**src/design/mte_pkg.sv**
```systemverilog
// Shared types and constants of the table-driven Morse encoder.
package mte_pkg;

	localparam int CHAR_W      = 8;
	localparam int LEN_W       = 4;
	localparam int PAT_W       = 15;
	localparam int QUEUE_DEPTH = 2;

	localparam logic [CHAR_W-1:0] SPACE_CHAR = 8'h20;

	typedef enum logic {
		ACT_LOAD   = 1'b0,
		ACT_ENCODE = 1'b1
	} action_t;

	typedef enum logic [1:0] {
		SYM_DOT        = 2'd0,
		SYM_DASH       = 2'd1,
		SYM_LETTER_GAP = 2'd2,
		SYM_WORD_GAP   = 2'd3
	} sym_t;

	typedef enum logic [1:0] {
		ST_IDLE,
		ST_WORD,
		ST_SYMS,
		ST_GAP
	} back_state_t;

	// One character's worth of work for the back end.
	typedef struct packed {
		logic             is_space;
		logic [LEN_W-1:0] len;
		logic [PAT_W-1:0] pattern;
	} cmd_t;

	// Command handshake from the front end into the queue.
	typedef struct packed {
		logic push;
		cmd_t cmd;
	} front_out_t;

	// Command handshake from the queue into the back end.
	typedef struct packed {
		logic valid;
		cmd_t cmd;
	} queue_out_t;

endpackage

```
**src/design/mte_back.sv**
```systemverilog
// Back end: expands one command into Morse symbols and holds the output item.
module mte_back (
	input  logic                clk,
	input  logic                arst_n,
	input  mte_pkg::queue_out_t queue_out,
	output logic                queue_pop,
	output logic                empty,
	input  logic                pop,
	output logic [1:0]          symbol,
	output logic                last
);

	mte_pkg::back_state_t        state_q;
	mte_pkg::back_state_t        state_d;
	logic [mte_pkg::PAT_W-1:0]   pat_q;
	logic [mte_pkg::LEN_W-1:0]   cnt_q;
	logic                        out_valid_q;
	mte_pkg::sym_t               sym_q;
	logic                        last_q;

	logic                        advance;
	logic                        load_cmd;
	logic                        emit;
	logic                        shift;
	mte_pkg::sym_t               emit_sym;
	logic                        emit_last;

	assign advance = !out_valid_q || pop;
	assign empty   = !out_valid_q;
	assign symbol  = sym_q;
	assign last    = last_q;

	always_ff @(posedge clk or negedge arst_n) begin
		if (!arst_n) begin
			state_q <= mte_pkg::ST_IDLE;
		end else begin
			state_q <= state_d;
		end
	end

	always_comb begin
		state_d   = state_q;
		load_cmd  = 1'b0;
		emit      = 1'b0;
		shift     = 1'b0;
		emit_sym  = mte_pkg::SYM_LETTER_GAP;
		emit_last = 1'b0;
		unique case (state_q)
			mte_pkg::ST_IDLE: begin
				if (queue_out.valid) begin
					load_cmd = 1'b1;
					if (queue_out.cmd.is_space) begin
						state_d = mte_pkg::ST_WORD;
					end else if (queue_out.cmd.len != '0) begin
						state_d = mte_pkg::ST_SYMS;
					end else begin
						state_d = mte_pkg::ST_GAP;
					end
				end
			end
			mte_pkg::ST_WORD: begin
				if (advance) begin
					emit     = 1'b1;
					emit_sym = mte_pkg::SYM_WORD_GAP;
					state_d  = mte_pkg::ST_GAP;
				end
			end
			mte_pkg::ST_SYMS: begin
				if (advance) begin
					emit     = 1'b1;
					shift    = 1'b1;
					emit_sym = pat_q[0] ? mte_pkg::SYM_DASH : mte_pkg::SYM_DOT;
					if (cnt_q == mte_pkg::LEN_W'(1)) begin
						state_d = mte_pkg::ST_GAP;
					end
				end
			end
			mte_pkg::ST_GAP: begin
				if (advance) begin
					emit      = 1'b1;
					emit_last = 1'b1;
					state_d   = mte_pkg::ST_IDLE;
				end
			end
			default: begin
				state_d = mte_pkg::ST_IDLE;
			end
		endcase
	end

	assign queue_pop = load_cmd;

	always_ff @(posedge clk) begin
		if (load_cmd) begin
			pat_q <= queue_out.cmd.pattern;
			cnt_q <= queue_out.cmd.len;
		end else if (shift) begin
			pat_q <= pat_q >> 1;
			cnt_q <= cnt_q - mte_pkg::LEN_W'(1);
		end
		if (emit) begin
			sym_q  <= emit_sym;
			last_q <= emit_last;
		end
	end

	always_ff @(posedge clk or negedge arst_n) begin
		if (!arst_n) begin
			out_valid_q <= 1'b0;
		end else if (emit) begin
			out_valid_q <= 1'b1;
		end else if (advance) begin
			out_valid_q <= 1'b0;
		end
	end

	// Only the closing letter gap of a character carries the last mark.
	a_last_on_gap: assert property (@(posedge clk) disable iff (!arst_n)
		(out_valid_q && last_q) |-> (sym_q == mte_pkg::SYM_LETTER_GAP))
		else $error("last set on a symbol other than the letter gap");

	// A taken word gap is followed at once by the letter gap that closes the space.
	a_word_then_gap: assert property (@(posedge clk) disable iff (!arst_n)
		(out_valid_q && pop && sym_q == mte_pkg::SYM_WORD_GAP) |=>
		(out_valid_q && last_q && sym_q == mte_pkg::SYM_LETTER_GAP))
		else $error("word gap not followed by letter gap");

	// A new command is only taken once the previous character is finished.
	a_load_idle: assert property (@(posedge clk) disable iff (!arst_n)
		load_cmd |-> (state_q == mte_pkg::ST_IDLE))
		else $error("command taken while a character is in progress");

endmodule
```
**config.mk**
```make
export PLATFORM = sky130hd
export DESIGN_NAME = mte_back
export DESIGN_NICKNAME = d
export VERILOG_FILES = /design/src/design/mte_pkg.sv /design/src/design/mte_back.sv
export SDC_FILE = /design/constraint.sdc
export NUM_CORES = 1
export LEC_CHECK = 0
export BUFFER_PORTS_ARGS = -buffer_cell sky130_fd_sc_hd__buf_2
export CELL_PAD_IN_SITES_DETAIL_PLACEMENT = 0
export CELL_PAD_IN_SITES_GLOBAL_PLACEMENT = 2
export CORE_UTILIZATION = 30
export CTS_CLUSTER_DIAMETER = 120
export DETAILED_ROUTE_END_ITERATION = 8
export GPL_TIMING_DRIVEN = 0
export PLACE_DENSITY_LB_ADDON = 0.1
export RECOVER_POWER = 100
export SYNTH_ARGS = -nofsm -noshare
export SYNTH_HDL_FRONTEND = slang
export SYNTH_SLANG_ARGS = --single-unit
```
**constraint.sdc**
```tcl
create_clock -name clk -period 6.2 [get_ports clk]
set_clock_uncertainty 0.05 [all_clocks]
set_input_delay 1.86 -clock clk [delete_from_list [all_inputs] [get_ports clk]]
set_output_delay 1.86 -clock clk [all_outputs]
set_load 0.02 [all_outputs]
```
==> summary.txt <==
Status
  – Status: complete, no violations

Yosys
  – Seq/Total Area, Yosys: around 60%
  – Largest family of logic cells by synthesized area: multiplexers
  – Cells after Synth: between 90 and 100
  – Synth Area per Inst: between 10 and 15 µm²
  – Compound-gate portion of the synthesized area: about 4.2%
  – Post-Syn Area: between 0.001 and 0.0015 mm²
  – Yosys Warn Count: 0
  – Post-synthesis adder-cell area fraction: 8.11%
  – Synthesized flop and latch total: 25
  – Simple-Gate Fraction of Synth Area: a little under a tenth
  – Syn nets: 123
  – Synth cell types: 22
  – Mux share of post-synthesis cell area: between 10 and 15%
  – Synth Area in XOR/XNOR: 1.42%

Layout
  – Most frequent cells in the layout: edfxtp_1, buf_2, mux2_2
  – Final #Nets: about 160
  – Final cell utilization of the core: approximately two fifths
  – P&R area growth vs syn: 18.7%
  – N_diodes: 0
  – Commonest non-fill, non-tap cell in the layout: edfxtp_1
  – Share of cells above drive strength 1: 32.5%

Floorplan
  – Die ar.: ~0.0044 mm²
  – Chip height: between 60 and 70 µm
  – Row count: 22
  – Core area: 0.00380 mm²
  – I/O pin count: 29
  – Initial core utilization: 32.5%
  – Die W: 66.2 µm

Worst setup path
  – Setup crit end kind: primary output
  – Slowest cell on the critical path: clkbuf_1
  – CP Data Arrival Time: 2.79 ns
  – Crit Path Class: primary input to primary output
  – Reg2Reg Capture Point: cnt_q[1]
  – Setup crit end: queue_pop
  – CP max FO: 10
  – Worst r2r src: state_q[1]
  – Most used cell, CP: clkbuf_1
  – Worst Setup SP: queue_out[20]
  – Reg2reg setup slack: between 3 and 4 ns
  – Crit path required time: ~4.3 ns
  – Cells along the critical path: clkbuf_1 -> nand2_1 -> clkbuf_1 -> inv_1 -> clkbuf_1
  – Reg2reg path depth: 5
  – Critical path's largest stage delay: ~0.37 ns
  – Startpoint types: primary input

STA
  – Slew headroom: a little under 50%
  – Final Hold Vio Count: 0
  – Slew Limit Fails: 0
  – Fin crit share: 75.8%
  – Worst-Margin Slew: ~0.76 ns
  – Endpoints failing setup: 0
  – Unrepaired setup endpoints after global routing: false
  – Final min period: between 4 and 5 ns
  – Max Fclk: roughly 0.21 GHz
  – Setup TNS: 0 ns

Detailed routing
  – DR pass1 iterations: 4
  – Final WL: between 2 and 2.5 mm
  – DRC: 0
  – Total number of vias: 760
  – Detailed Route Iter0 Violations: 40
  – Mean number of vias per cell: 4.44
  – Wire per inst: between 10 and 15 µm
  – Antenna violation net count after detailed routing: 0

Placement
  – GPL Wtd Cong: between 0.7 and 0.8
  – Port Buffers: 28
  – Dpl hpwl: around 1.6 mm

Pwr
  – Peak VDD IR: around 0.00016 V
  – Leak: about 0.6 nW
  – Cell Pwr Density: 459 mW/mm²

Global routing
  – GRT overflow: 0
  – Vias in the first global route: about 700
  – Total Routing Usage GR: 10.4%
  – First-pass GRT wire length: ~3.3 mm
  – Largest net degree at the start of global routing: 20
  – Initial antenna violation count: 0

Clocking
  – CTS Root Cell: clkbuf_8
  – Post-CTS setup buffers: 0
  – Clock H-tree levels: 1
  – Reg clk slew, reported paths: roughly 0.09 ns
  – # hold bufs at CTS: 0
  – TritonCTS Sinks: 25
  – CTS tree: built
  – CTS resizes: 0
  – Maximum clock path buffer count: 2
  – Cts bufs inserted: 3
  – Skew-Pair Late Insertion Delay: approximately 0.27 ns

Job
  – Max-cap violations: 0

Hold path
  – HP Class: register to register
==> power breakdown <==
part | internal [mW] | switching [mW]
sequential | 0.290 | 0.0291
combinational | 0.116 | 0.140
clock | 0.0455 | 0.0519
total | 0.451 | 0.221
==> sequential cells by signal, summed over array words and instances, names as in the netlist <==
register	flops
cnt_q	4
state_q	2
symbol	2
pat_q	15
last	1
out_valid_q	1
==> worst min path at each step <==
stage,from,endpoint,cells past startpoint
floorplan,out_valid_q,out_valid_q,2
global placement,pat_q[7],pat_q[6],1
detailed placement,pat_q[7],pat_q[6],1
CTS,pat_q[7],pat_q[6],1
global route,pat_q[7],pat_q[6],1
finish,pat_q[10],pat_q[9],1
==> routing by layer <==
layer	wire length, µm	GRT usage [%]	vias up
li1	-	-	387
met1	1010	13.8	351
met2	930	15.2	20
met3	100	3.79	2
met4	29	3.99	0
met5	0	0	-
==> synth_stat cells <==
cell type	number	area, µm²
a21oi_1	6	30.0
a221oi_2	1	15.0
a31oi_1	1	6.26
and2_1	1	6.26
and3_1	1	6.26
buf_2	1	5.00
clkbuf_1	1	3.75
dfrtp_1	3	75.1
edfxtp_1	22	661
ha_1	8	100
inv_1	7	26.3
mux2_2	16	180
nand2_1	6	22.5
nand2b_1	1	6.26
nand3b_1	1	7.51
nor2_1	7	26.3
nor2b_1	2	12.5
nor3_1	1	5.00
or3_1	1	6.26
or3b_1	1	8.76
or4_1	1	7.51
xnor2_1	2	17.5
==> critical path: cells and delay by family <==
| family | cells | cell delay [ns] |
|---|---|---|
| buf+inv | 4 | 0.72 |
| simple gates | 1 | 0.21 |
==> kinds of logic (layout without fill, tap and decap cells) <==
kind of cell             after synthesis  in the layout
AND/OR/NAND/NOR                       23             23
adder cells (fa/ha/maj)                8              8
flip-flops                            25             25
XOR/XNOR                               2              2
buffers and inverters                  9             41
multiplexers                          16             16
AO/OA/AOI/OAI                          8              8
==> final cells by class <==
class,instances,area [µm²]
Multi-Input combinational cell,57,458
Clock inverter,1,7.51
Buffer,2,7.51
Timing Repair Buffer,28,130
Sequential cell,25,736
Fill cell,410,2330
Tap cell,48,60.1
Clock buffer,3,41.3
Inverter,7,26.3
==> through the flow <==
step / instance area (µm²) / cells / hold WS [ns] / power [mW] / worst slack (ns)
3_3_place_gp: 1440 / 167 / 0.476 / 0.587 / 1.50
5_1_grt: 1470 / 171 / 0.513 / 0.728 / 1.35
4_1_cts: 1480 / 171 / 0.508 / 0.694 / 1.48
3_5_place_dp: 1440 / 167 / 0.484 / 0.594 / 1.49
6_report: 1470 / 171 / 0.504 / 0.673 / 1.50
2_1_floorplan: 1230 / 91 / 0.467 / 0.521 / 1.84
No activity file was read; power rests on OpenSTA's default activity.
