`src/design/mte_pkg.sv`:
```
// Shared types and constants of the table-driven Morse encoder.
package mte_pkg;

	localparam int CHAR_W      = 8;
	localparam int LEN_W       = 4;
	localparam int PAT_W       = 15;
	localparam int QUEUE_DEPTH = 2;

	localparam logic [CHAR_W-1:0] SPACE_CHAR = 8'h20;

	typedef enum logic {
		ACT_LOAD   = 1'b0,
		ACT_ENCODE = 1'b1
	} action_t;

	typedef enum logic [1:0] {
		SYM_DOT        = 2'd0,
		SYM_DASH       = 2'd1,
		SYM_LETTER_GAP = 2'd2,
		SYM_WORD_GAP   = 2'd3
	} sym_t;

	typedef enum logic [1:0] {
		ST_IDLE,
		ST_WORD,
		ST_SYMS,
		ST_GAP
	} back_state_t;

	// One character's worth of work for the back end.
	typedef struct packed {
		logic             is_space;
		logic [LEN_W-1:0] len;
		logic [PAT_W-1:0] pattern;
	} cmd_t;

	// Command handshake from the front end into the queue.
	typedef struct packed {
		logic push;
		cmd_t cmd;
	} front_out_t;

	// Command handshake from the queue into the back end.
	typedef struct packed {
		logic valid;
		cmd_t cmd;
	} queue_out_t;

endpackage

```
`src/design/mte_queue.sv`:
```
// Short command queue between the front end and the back end.
module mte_queue (
	input  logic                clk,
	input  logic                arst_n,
	input  mte_pkg::front_out_t front_out,
	output logic                queue_ready,
	output mte_pkg::queue_out_t queue_out,
	input  logic                queue_pop
);

	localparam int PTR_W = $clog2(mte_pkg::QUEUE_DEPTH);
	localparam int CNT_W = $clog2(mte_pkg::QUEUE_DEPTH + 1);

	mte_pkg::cmd_t     slots_q [mte_pkg::QUEUE_DEPTH];
	logic [PTR_W-1:0]  wr_ptr_q;
	logic [PTR_W-1:0]  rd_ptr_q;
	logic [CNT_W-1:0]  count_q;
	logic              do_push;
	logic              do_pop;

	assign queue_ready     = (count_q != CNT_W'(mte_pkg::QUEUE_DEPTH));
	assign queue_out.valid = (count_q != '0);
	assign queue_out.cmd   = slots_q[rd_ptr_q];
	assign do_push         = front_out.push && queue_ready;
	assign do_pop          = queue_pop && queue_out.valid;

	always_ff @(posedge clk) begin
		if (do_push) begin
			slots_q[wr_ptr_q] <= front_out.cmd;
		end
	end

	always_ff @(posedge clk or negedge arst_n) begin
		if (!arst_n) begin
			wr_ptr_q <= '0;
			rd_ptr_q <= '0;
			count_q  <= '0;
		end else begin
			if (do_push) begin
				wr_ptr_q <= wr_ptr_q + PTR_W'(1);
			end
			if (do_pop) begin
				rd_ptr_q <= rd_ptr_q + PTR_W'(1);
			end
			if (do_push && !do_pop) begin
				count_q <= count_q + CNT_W'(1);
			end else if (do_pop && !do_push) begin
				count_q <= count_q - CNT_W'(1);
			end
		end
	end

	// The front end holds its command rather than pushing into a full queue.
	a_no_overflow: assert property (@(posedge clk) disable iff (!arst_n)
		!queue_ready |-> !do_push)
		else $error("queue written while full");

	// Pops only happen while something is stored.
	a_no_underflow: assert property (@(posedge clk) disable iff (!arst_n)
		(count_q == '0) |-> !do_pop)
		else $error("queue popped while empty");

endmodule

```
`config.mk`:
```
export PLATFORM = sky130hd
export DESIGN_NAME = mte_queue
export DESIGN_NICKNAME = d
export VERILOG_FILES = /design/src/design/mte_pkg.sv /design/src/design/mte_queue.sv
export SDC_FILE = /design/constraint.sdc
export NUM_CORES = 1
export LEC_CHECK = 0
export ABC_AREA = 0
export BUFFER_PORTS_ARGS = -buffer_cell sky130_fd_sc_hd__buf_2
export CAP_MARGIN = 20
export CORE_ASPECT_RATIO = 0.5
export CORE_MARGIN = 1.5
export CORE_UTILIZATION = 45
export CTS_CLUSTER_SIZE = 40
export DETAILED_ROUTE_END_ITERATION = 16
export PLACE_DENSITY_LB_ADDON = 0.05
export SYNTH_ARGS = -nofsm -noshare
export SYNTH_HDL_FRONTEND = slang
export SYNTH_SLANG_ARGS = --single-unit
```
`constraint.sdc`:
```
create_clock -name clk -period 2.02 [get_ports clk]
set_input_delay 0 -clock clk [delete_from_list [all_inputs] [get_ports clk]]
set_output_delay 0 -clock clk [all_outputs]
set_load 0.05 [all_outputs]
```
==> summary.md, run 1 <==
| Metric | Value |
|---|---|
| Clock-pin transition on the worst setup and hold timing paths | `0.07 ns` |
| Number of nets in the finished design | `181` |
| Leading cell types in the layout, fill and taps excluded | `buf_2, edfxtp_1, dlygate4sd3_1` |
| Final setup viols | `0` |
| Final Cycle Share | `82.1%` |
| Average via count per standard cell | `4.52` |
| DR vias | `941` |
| Worst path arrival time | `1.66 ns` |
| Worst path cell trace | `buf_4 -> mux2_2 -> buf_2` |
| Number of antenna cells inserted | `0` |
| Unrepaired setup endpoints after global routing | `false` |
| Max layer used | `met4` |
| Slew at the pin closest to its max-slew limit | `0.330 ns` |
| #FFs+latches synth | `44` |
| Share of final-layout standard cells stronger than drive strength 1 | `51.0%` |
| Average routed wire per standard cell | `12.7 um` |
| Count of port buffers added during placement | `45` |
| Count of placed standard cells in the final layout, fillers left out | `208` |
| Area added between synthesis and finish | `36.6%` |
| Area fraction of the dominant cell type after synthesis | `72.1%` |
| Num CTS Buffers | `5` |
| Worst hold slack after final layout | `0.0467 ns` |
| Number of instances in the synthesized netlist | `80` |
| Clock Tree Buf Depth | `2` |
| Max Freq | `603 MHz` |
| Largest cells by area after synthesis | `edfxtp_1, mux2_2, dfrtp_1, clkbuf_8, xnor2_1` |
| First-pass GRT wire length | `4020 um` |
| Worst slew slack as a fraction of its limit | `78.0%` |
| Share of total power consumed by net switching | `41.9%` |
| Clock power share | `14.5%` |
| Die outline height | `46.0 um` |
| Initial antenna violation count | `0` |
| Class of the most critical hold timing path | `in2async` |
| Most common cell after layout, fill and taps aside | `buf_2` |
| Path type of the worst setup path | `reg2out` |
| Synth Warn # | `0` |
| CTS tree | `done` |
| Worst Path Required | `2.02 ns` |
| Final max-slew violation count | `0` |
| Total power | `3.46 mW` |
| Number of resized instances in the post-cts repair step | `0` |
| Synth Area per Inst | `20.8 sq um` |
| Largest area contributor in the netlist | `edfxtp_1` |
| Detailed-routed wire length on met3 | `157 um` |
| Run status | `complete, no violations` |
| Synthesized area | `0.00167 sq mm` |
| Overflow left after global routing | `0` |
| # IOs | `46` |
| Kind of start point of the critical path | `register` |
| Total power density per cell area | `1520 mW/mm^2` |
| Slowest Stage Delay on Critical Path | `0.54 ns` |
| Sequential fraction of the synthesis area | `78.1%` |
| Pin count of the biggest net entering global routing | `19` |
| Placed insts | `178` |
| Vias in the first global route | `927` |
| CP Max Fanout | `10` |
| Part of the power in registers | `39.3%` |
| Met2 wirelength from detailed routing | `1350 um` |
| Number of failing hold endpoints at the final stage | `0` |
| X dimension of the die | `89.0 um` |
| Slowest stage cell on the critical path | `dfrtp_1` |
| Sw Pwr | `1.45 mW` |
| Number of standard-cell rows in the floorplan | `15` |
| CP Launch Point | `rd_ptr_q` |
| Leakage | `0.893 nW` |
| Sum of net half-perimeters after detailed placement | `1670 um` |
| CTS sink cnt | `44` |
| Post-CTS setup repair buffer count | `0` |
| Multi-input gate area in the final layout | `335 sq um` |
| Remaining number of nets flagged by the antenna check after routing | `0` |
| H-Tree Depth | `2` |
| Post-Route Setup TNS | `0 ns` |
| DRC violations left | `0` |
| Starting Density | `47.7%` |
| GRT Util Overall | `14.6%` |
| Clock insertion delay at the later pin of the skew report | `0.29 ns` |
| Bufs and invs on worst path | `2` |
| Reg-to-reg critical path startpoint | `count_q[0]` |
| M1 WL | `1110 um` |
| Delay-heaviest family, CP | `flip-flops` |
| Max Clock Skew | `0.00401 ns` |
| Clock root buffer | `clkbuf_8` |
| Sequential standard cell area | `0.00130 sq mm` |
| Share of power burned in combinational logic | `46.2%` |
| Min Tclk post-route | `1.66 ns` |
| Worst voltage drop across the vdd grid | `1.14 mV` |
| Worst setup EP type | `output pin` |
| Final RePlAce weighted congestion | `0.674` |
| Distinct cells, synth | `14` |
| Placeable core area | `0.00349 sq mm` |
| Total wire length | `2640 um` |
| Starting DRT DRC Count | `35` |
| Max-cap check violation count | `0` |
| Die Area | `0.00410 sq mm` |
| Drt pass-1 iters | `3` |
| Internal power of the cells | `2.01 mW` |
| Fillers | `270` |
| Net count after synthesis | `105` |
==> layout make-up <==
class / count / share of cell area [%]
clock inverters: 3 / 0.605
repair buffers: 71 / 21.5
clock buffers: 5 / 3.03
well taps: 51 / 2.81
multi-input cells: 33 / 14.7
inverters: 1 / 0.165
flip-flops and latches: 44 / 57.2
==> per-layer routing <==
metal	global-route usage, %	up-vias
met4	5.54	0
met1	15.9	458
met2	25.6	28
met3	6.70	2
li1	-	453
met5	0	-
==> cells by family (layout without fill, tap and decap cells) <==
family | after synthesis | after routing | share of synthesized area [%]
mux | 20 | 20 | 13.5
flops | 44 | 44 | 78.1
simple gates | 7 | 7 | 3.08
fa+ha+maj | 1 | 1 | 0.751
buf+inv | 3 | 80 | 1.88
xor+xnor | 5 | 5 | 2.63
==> through the flow <==
stage          setup WS, ns  utilization, %  cell area (sq um)
2_1_floorplan         0.317               -               1670
3_3_place_gp          0.599            56.5               1970
3_5_place_dp          0.556            56.5               1970
4_1_cts               0.346            65.2               2270
5_1_grt               0.283            65.2               2270
6_report              0.362            65.2               2270
==> state kept, by name, indices dropped and copies added, names as in the netlist <==
name / cells
slots_q: 40
count_q: 2
rd_ptr_q: 1
wr_ptr_q: 1
==> cell usage after synthesis <==
master and instances:
mux2_2 20, dfrtp_1 4, edfxtp_1 40, or2_4 1, inv_1 1, nand2_1 1, and3_1 1, clkbuf_8 2
nand2_4 1, nand2b_4 1, ha_1 1, xor2_1 2, nor2_1 2, xnor2_1 3
==> worst register-to-register path, delay by kind of cell, from the launching register on <==
family | cells | cell delay (ns)
AND/OR/NAND/NOR | 3 | 0.54
buffers and inverters | 1 | 0.20
flip-flops | 1 | 0.42
==> power groups by stage <==
stage	clock, mW	combinational, mW	sequential, mW
2_1_floorplan	0	1.29	1.34
3_3_place_gp	0	1.57	1.37
3_5_place_dp	0	1.58	1.38
4_1_cts	0.519	1.62	1.36
5_1_grt	0.562	1.69	1.38
6_report	0.503	1.60	1.36
==> path summary, 6_finish.rpt <==
kind / endpoint / slack (ns) / cells after the start
max reg2reg: slots_q[0][0] / 0.56 / 4
min: count_q[0] / 0.05 / 2
min reg2reg: wr_ptr_q / 0.53 / 1
max: queue_out[1] / 0.36 / 3
max in group asynchronous: rd_ptr_q / 1.85 / 2
min in group clk: wr_ptr_q / 0.05 / 3
==> repair_timing <==
action                     in CTS  in global routing
setup endpoints to repair       0                  0
hold endpoints to repair       45                  0
hold buffers                   22                  0
No activity file was read; power rests on OpenSTA's default activity.
==> run 2, diff against run 1 <==
clock period = 1.5 ns   (was 2.02 ns; I/O delays follow)
==> run 2 against run 1 <==
  * Global-route usage increased by 0.84 points
  * Clock-buffer cell count rose by 1
  * Largest cell class unchanged
  * Via count is 0.53% lower
  * Final area grew 1.9%
  * Die area is the same
  * Worst setup slack worse by 0.30 ns
==> summary.md, run 2 (synthesis gave the netlist of run 1 again) <==
| Metric | Value |
|---|---|
| Share of power burned in combinational logic | `48.1%` |
| Clock power share | `14.4%` |
| Path type of the worst setup path | `reg2out` |
| Worst path arrival time | `1.44 ns` |
| Endpoint of the lowest-slack register-to-register path | `count_q[1]` |
| Slowest stage cell on the critical path | `dfrtp_1` |
| Reg-to-reg setup timing slack | `0.11 ns` |
| Area added between synthesis and finish | `39.2%` |
| Register with the most flip-flops | `slots_q` |
| Initial antenna violation count | `0` |
| Clock root buffer | `clkbuf_8` |
| Average via count per standard cell | `4.44` |
| Smallest setup slack after layout | `0.0601 ns` |
| CP Max Fanout | `17` |
| Sum of net half-perimeters after detailed placement | `1770 um` |
| Bufs and invs on worst path | `2` |
| Class of the most critical hold timing path | `in2async` |
| X dimension of the die | `89.0 um` |
| DR vias | `936` |
| Num CTS Buffers | `5` |
| Worst setup EP type | `output pin` |
| Drt pass-1 iters | `4` |
| Biggest regs | `slots_q x40, count_q x2` |
| Die Area | `0.00410 sq mm` |
| First-pass GRT wire length | `4270 um` |
| Final RePlAce weighted congestion | `0.660` |
| Remaining number of nets flagged by the antenna check after routing | `0` |
| Final max-slew violation count | `0` |
| Fillers | `257` |
| Share of final-layout standard cells stronger than drive strength 1 | `52.5%` |
| Vias in the first global route | `927` |
| Final Cycle Share | `96.0%` |
| Largest register FFs | `40` |
| Total wire length | `2830 um` |
| Total power density per cell area | `2070 mW/mm^2` |
| Delay-heaviest family, CP | `flip-flops` |
| Worst hold slack after final layout | `0.0358 ns` |
| Average routed wire per standard cell | `13.4 um` |
| Max Clock Skew | `0.00233 ns` |
| Reg-to-reg critical path startpoint | `count_q[1]` |
| Number of standard-cell rows in the floorplan | `15` |
| Placeable core area | `0.00349 sq mm` |
| # IOs | `46` |
| Leading cell types in the layout, fill and taps excluded | `buf_2, edfxtp_1, dlygate4sd3_1` |
| Total power | `4.80 mW` |
| Overflow left after global routing | `0` |
| Part of the power in registers | `37.5%` |
| Worst slew slack as a fraction of its limit | `83.0%` |
| Min Tclk post-route | `1.44 ns` |
| Die outline height | `46.0 um` |
| Unrepaired setup endpoints after global routing | `false` |
| DRC violations left | `0` |
| Starting Density | `47.7%` |
| Most common cell after layout, fill and taps aside | `buf_2` |
| Sw Pwr | `2.01 mW` |
| Number of nets in the finished design | `185` |
| Kind of start point of the critical path | `register` |
| CTS sink cnt | `44` |
| GRT Util Overall | `15.4%` |
| Internal power of the cells | `2.80 mW` |
| Sequential standard cell area | `0.00130 sq mm` |
| Max Freq | `694 MHz` |
| Pre-CTS WS | `0.102 ns` |
| Number of failing hold endpoints at the final stage | `0` |
| Clock Tree Buf Depth | `2` |
| Clock-pin transition on the worst setup and hold timing paths | `0.08 ns` |
| Run status | `complete, no violations` |
| Count of port buffers added during placement | `45` |
| Final setup viols | `0` |
| Worst Path Required | `1.50 ns` |
| Leakage | `0.914 nW` |
| Clock insertion delay at the later pin of the skew report | `0.29 ns` |
| Pin count of the biggest net entering global routing | `18` |
| Slowest Stage Delay on Critical Path | `0.40 ns` |
| CTS tree | `done` |
| Number of antenna cells inserted | `0` |
| Register-to-Register Path Depth | `6` |
| Share of total power consumed by net switching | `41.8%` |
| Max-cap check violation count | `0` |
| Starting DRT DRC Count | `33` |
| Multi-input gate area in the final layout | `342 sq um` |
| Worst path cell trace | `buf_12 -> mux2_2 -> buf_2` |
| H-Tree Depth | `2` |
| Worst voltage drop across the vdd grid | `1.36 mV` |
| Slew at the pin closest to its max-slew limit | `0.257 ns` |
[run 2: layout make-up]
class / count / share of cell area, %
multi-input combinational: 33 / 14.7
clock buffer: 6 / 3.13
tap: 51 / 2.75
inverter: 1 / 0.162
clock inverter: 1 / 0.216
sequential: 44 / 56.1
timing repair buffer: 75 / 22.9
[run 2: worst max path at each step]
stage / startpoint / to / slack [ns] / cells after the start
2_1_floorplan: count_q[0] / count_q[1] / -0.02 / 6
3_3_place_gp: count_q[0] / count_q[1] / 0.13 / 7
3_5_place_dp: count_q[0] / count_q[1] / 0.10 / 7
4_1_cts: rd_ptr_q / queue_out[1] / 0.05 / 3
5_1_grt: count_q[1] / count_q[1] / 0.002 / 6
6_report: rd_ptr_q / queue_out[1] / 0.06 / 3
[run 2: through the flow]
stage / setup TNS (ns) / util, % / cell area, sq um / std cells
after floorplan: -0.0196 / - / 1670 / 80
after global placement: 0 / 57.7 / 2010 / 181
after detailed placement: 0 / 57.7 / 2010 / 181
after CTS: 0 / 66.2 / 2310 / 210
after global routing: 0 / 66.4 / 2320 / 211
final: 0 / 66.4 / 2320 / 211
[run 2: worst register-to-register path, cell delays in order, from the launching register on]
cell and delay (ns):
dfrtp_1 0.44, or2_4 0.26, nand2_4 0.07, ha_1 0.15, xor2_1 0.15, nor2_1 0.07
xor2_1 0.14
[run 2: per-layer routing]
layer | wire, um | share of wire [%] | global-route usage [%] | vias up
met2 | 1360 | 48 | 26.2 | 32
li1 | - | - | - | 461
met3 | 173 | 6.1 | 7.07 | 3
met4 | 20 | 0.71 | 4.62 | 0
met5 | 0 | 0 | 0 | -
met1 | 1280 | 45 | 18.0 | 440
[run 2: what timing repair did]
item,CTS,global route
hold endpoints to repair,45,0
gates resized for setup,0,0
setup buffers,0,1
setup endpoints to repair,0,1
hold buffers,22,0
[run 2: power by group through the flow]
stage | Combinational, mW | Clock (mW) | Sequential (mW)
floorplan | 1.74 | 0 | 1.81
global placement | 2.26 | 0 | 1.82
detailed placement | 2.25 | 0 | 1.84
CTS | 2.31 | 0.706 | 1.81
global route | 2.45 | 0.763 | 1.83
finish | 2.31 | 0.690 | 1.80
